File: src/rtl/euler_rot_trans_scale_matrix_assert.svh
// Assertion macros for the Euler rotation, translation and scale matrix block.
`ifndef EULER_ROT_TRANS_SCALE_MATRIX_ASSERT_SVH
`define EULER_ROT_TRANS_SCALE_MATRIX_ASSERT_SVH
`ifndef SYNTHESIS
`define ERTS_ASSERT_SAME(lbl, clk, rst, a, c, msg) \
  lbl: assert property (@(posedge clk) disable iff (rst) (a) |-> (c)) else $error(msg);
`define ERTS_ASSERT_NEXT(lbl, clk, rst, a, c, msg) \
  lbl: assert property (@(posedge clk) disable iff (rst) (a) |=> (c)) else $error(msg);
`else
`define ERTS_ASSERT_SAME(lbl, clk, rst, a, c, msg)
`define ERTS_ASSERT_NEXT(lbl, clk, rst, a, c, msg)
`endif
`endif

File: src/rtl/erts_pkg.sv
// Types and constants for the Euler rotation, translation and scale matrix block.
package erts_pkg;

  localparam int CORDIC_STEPS = 30;
  localparam int CW = 34;
  localparam logic signed [CW-1:0] CORDIC_X0 = 34'sd652032874;

  localparam logic signed [CW-1:0] ATAN_TAB [CORDIC_STEPS] = '{
    34'sd536870912, 34'sd316933406, 34'sd167458907, 34'sd85004756, 34'sd42667331,
    34'sd21354465, 34'sd10679838, 34'sd5340245, 34'sd2670163, 34'sd1335087,
    34'sd667544, 34'sd333772, 34'sd166886, 34'sd83443, 34'sd41722,
    34'sd20861, 34'sd10430, 34'sd5215, 34'sd2608, 34'sd1304,
    34'sd652, 34'sd326, 34'sd163, 34'sd81, 34'sd41,
    34'sd20, 34'sd10, 34'sd5, 34'sd3, 34'sd1
  };

  typedef struct packed {
    logic signed [CW-1:0] x;
    logic signed [CW-1:0] y;
    logic signed [CW-1:0] z;
    logic                 neg;
  } cordic_t;

  typedef struct packed {
    logic [15:0]        angle_x;
    logic [15:0]        angle_y;
    logic [15:0]        angle_z;
    logic signed [31:0] pos_x;
    logic signed [31:0] pos_y;
    logic signed [31:0] pos_z;
    logic signed [31:0] scale_x;
    logic signed [31:0] scale_y;
    logic signed [31:0] scale_z;
  } item_t;

  typedef struct packed {
    logic signed [31:0] row0_col0;
    logic signed [31:0] row0_col1;
    logic signed [31:0] row0_col2;
    logic signed [31:0] row1_col0;
    logic signed [31:0] row1_col1;
    logic signed [31:0] row1_col2;
    logic signed [31:0] row2_col0;
    logic signed [31:0] row2_col1;
    logic signed [31:0] row2_col2;
    logic signed [31:0] trans_x;
    logic signed [31:0] trans_y;
    logic signed [31:0] trans_z;
  } result_t;

endpackage

File: src/rtl/erts_cell.sv
// One CORDIC rotation cell: a single micro-rotation, registered.
module erts_cell #(
  parameter int STEP = 0
) (
  input  logic              clk,
  input  logic              en,
  input  erts_pkg::cordic_t cin,
  output erts_pkg::cordic_t cout
);

  logic signed [erts_pkg::CW-1:0] dx;
  logic signed [erts_pkg::CW-1:0] dy;
  erts_pkg::cordic_t              nxt;

  always_comb begin
    dx  = cin.x >>> STEP;
    dy  = cin.y >>> STEP;
    nxt = cin;
    if (!cin.z[erts_pkg::CW-1]) begin
      nxt.x = cin.x - dy;
      nxt.y = cin.y + dx;
      nxt.z = cin.z - erts_pkg::ATAN_TAB[STEP];
    end else begin
      nxt.x = cin.x + dy;
      nxt.y = cin.y - dx;
      nxt.z = cin.z + erts_pkg::ATAN_TAB[STEP];
    end
  end

  always_ff @(posedge clk) begin
    if (en) begin
      cout <= nxt;
    end
  end

endmodule

File: config.mk
export PLATFORM = sky130hd
export DESIGN_NAME = erts_cell
export DESIGN_NICKNAME = d
export VERILOG_FILES = /design/src/rtl/euler_rot_trans_scale_matrix_assert.svh /design/src/rtl/erts_pkg.sv /design/src/rtl/erts_cell.sv
export SDC_FILE = /design/constraint.sdc
export NUM_CORES = 1
export LEC_CHECK = 0
export ABC_AREA = 1
export BUFFER_PORTS_ARGS = -buffer_cell sky130_fd_sc_hd__buf_4
export CORE_UTILIZATION = 30
export DETAILED_ROUTE_END_ITERATION = 12
export GPL_TIMING_DRIVEN = 0
export PLACE_DENSITY = 0.51
export SLEW_MARGIN = 20
export SYNTH_ARGS = -nofsm -noshare
export SYNTH_HDL_FRONTEND = slang
export SYNTH_SLANG_ARGS = --single-unit
File: constraint.sdc
create_clock -name clk -period 1.7 [get_ports clk]
set_input_delay 0.17 -clock clk [delete_from_list [all_inputs] [get_ports clk]]
set_output_delay 0.17 -clock clk [all_outputs]
set_load 0.1 [all_outputs]
==> impl_metrics.py <==
metrics = {
    "global_routing": {
        "grt_pass1_vias": 11094,
        "grt_pass1_wl_um": 62900,
        "grt_max_degree": 103,
        "grt.total_usage": 0.235,
        "antenna_found_initial": 0,
        "overflow": 0,
    },
    "cts": {
        "path_clk_slew_ns": 0.07,
        "clock_sinks": 102,
        "htree_levels": 3,
        "cts_buffers": 9,
        "cts_tree": "done",
        "cts_buffer_depth": 2,
        "cts-root-buf": "clkbuf_16",
    },
    "synth": {
        "syn_area_mm2": 0.0105,
        "syn-num-nets": 1781,
        "syn_area_per_cell_um2": 6.72,
        "yosysTopAreaCell": "edfxtp_1",
        "synth_edf_count": 102,
        "synth.distinct_cells": 42,
        "yosysWarnings": 0,
        "synth_area_leaders": "edfxtp_1, nand2_1, ha_1",
        "ys_seq_area_frac": 0.290,
        "netlist_instances": 1570,
        "yosysTopAreaCellShare": 0.290,
        "synth_most_common_cell": "nand2_1",
        "ys_top_cells_by_count": "nand2_1, inv_1, nand3_1",
        "async_reset_ff_frac": 0,
        "ys.flop_type": "edfxtp_1",
        "ys_ff_latch": 102,
    },
    "sta": {
        "setup-violations-final": 2,
        "slew_headroom": 0.267,
        "timing.final.ws_setup_ns": -0.00584,
        "rsz0062_at_grt": "true",
        "worst_pin_slew_ns": 1.10,
        "final.period_utilization": 1.00,
        "fmax_ghz": 0.586,
        "setup_tns_ns": -0.00638,
        "final-max-slew-violation-count": 0,
        "fin_crit_ns": 1.71,
        "timing.final.hold_violations": 0,
    },
    "route": {
        "drtIter0Drc": 771,
        "vias_per_cell": 5.02,
        "final_antenna_net_count": 0,
        "vias": 11925,
        "wl_per_cell_um": 18.7,
        "drtPass1Iterations": 5,
        "finalWirelength_um": 44500,
        "drc": 0,
    },
    "layout": {
        "largest_register": "cout",
        "largest_register_ffs": 102,
        "antennaDiodeCount": 0,
        "final_nets": 2125,
        "multi_input_area_mm2": 0.00891,
        "stdcell_count": 2374,
        "largestRegisters": "cout (102)",
        "nFillCells": 3438,
        "regArea_mm2": 0.00306,
        "final_layout_size_suffix_gt1_frac": 0.446,
        "layout-area-overhead-vs-synth_pct": 62.2,
    },
    "critical_path": {
        "cp.required_ns": 1.84,
        "cp-end-kind": "register",
        "crit_fanout": 7,
        "critPathKind": "in -> reg",
        "crit_arrival_ns": 1.85,
        "critPathLaunchType": "input pin",
    },
    "floorplanning": {
        "die_width_um": 189,
        "ioPinCount": 208,
        "rows": 68,
        "die-area_mm2": 0.0359,
        "die_h_um": 189,
        "core_mm2": 0.0345,
        "initial_core_util": 0.305,
    },
    "min_path": {
        "min_path_type": "in -> reg",
    },
    "pwr": {
        "p_total_uw": 13200,
        "ir_worst_vdd_v": 0.000697,
        "leakagePower_uw": 0.00776,
        "power.density_mw_per_mm2": 771,
    },
    "placement": {
        "place_ws_ns": -0.724,
        "dpl.hpwl_um": 34300,
        "place_congestion": 0.914,
        "portBuffers": 206,
        "placed_cells": 2231,
    },
    "flow_run": {
        "cap_violations": 0,
    },
    "run_status": {
        "outcome": "finished with violations",
        "failed_checks": "setup timing",
    },
}
-- layout make-up --
cell class / instances / share of cell area
multi-input combinational: 1185 / 0.521
sequential: 102 / 0.179
timing repair buffer: 336 / 0.158
inverter: 237 / 0.0593
tap: 455 / 0.0333
buffer: 43 / 0.0320
clock buffer: 9 / 0.0132
clock inverter: 7 / 0.00402
-- power by group --
group	total [uW]	switching (uW)	internal (uW)
Sequential	3250	81.7	3160
Clock	2150	1120	1030
Combinational	7800	5430	2370
Total	13200	6630	6570
-- placed cells by master (no fill, tap or decap), drive strengths merged, types with 3 or more instances in the layout --
cell type,count
o21ai,92
nor4,4
fa,4
edfxtp,102
dlygate4sd3,30
a21boi,3
o22ai,5
clkbuf,22
clkinv,5
clkinvlp,7
buf,335
or2,5
nor2,143
nand3b,4
xor2,27
nand4,13
a21o,6
nor3,14
ha,102
nand2,462
inv,232
o21a,4
o21bai,14
a21oi,111
nand3,166
-- kinds of logic after synthesis --
| group | after synthesis | synth area share |
|---|---|---|
| XOR/XNOR | 27 | 0.0224 |
| adder cells (fa/ha/maj) | 106 | 0.129 |
| AO/OA/AOI/OAI | 239 | 0.124 |
| AND/OR/NAND/NOR | 813 | 0.325 |
| buffers and inverters | 283 | 0.110 |
| flip-flops | 102 | 0.290 |
-- worst max-delay path, stage by stage --
cell	delay, ns
buf_4	0.10
inv_2	0.04
ha_4	0.32
buf_12	0.16
inv_4	0.06
a21oi_4	0.16
buf_4	0.14
nand3_2	0.10
nand3_2	0.12
nand2_4	0.10
nand2_2	0.12
nand3_2	0.09
nand3_2	0.08
nand2_1	0.07
-- stage by stage --
stage	cell area, um^2	hold slack, ns	utilization
floorplan	11000	0.269	-
global placement	13100	0.348	0.378
detailed placement	13100	0.349	0.378
CTS	14500	0.0419	0.420
global route	17100	0.0641	0.495
finish	17100	0.0572	0.495
-- repair_timing --
item / 4_1_cts / 5_1_grt
hold buffers: 30 / 0
setup endpoints to repair: 53 / 58
setup buffers: 29 / 68
cloned: 0 / 3
hold endpoints to repair: 30 / 0
pin swaps: 31 / 195
gates resized for setup: 181 / 515
-- routing by layer --
layer	part of all wire	GRT usage	vias up
li1	-	-	5781
met1	0.45	0.324	5679
met2	0.46	0.377	396
met3	0.061	0.0306	69
met4	0.027	0.0754	0
met5	0	0	-
-- path summary, 6_finish.rpt --
path                    start                 end  depth (start not counted)
worst max-delay path  cin[39]  cout[98]$_DFFE_PP_                         14
worst min-delay path  cin[30]  cout[30]$_DFFE_PP_                          2
No activity file was read; power rests on OpenSTA's default activity.
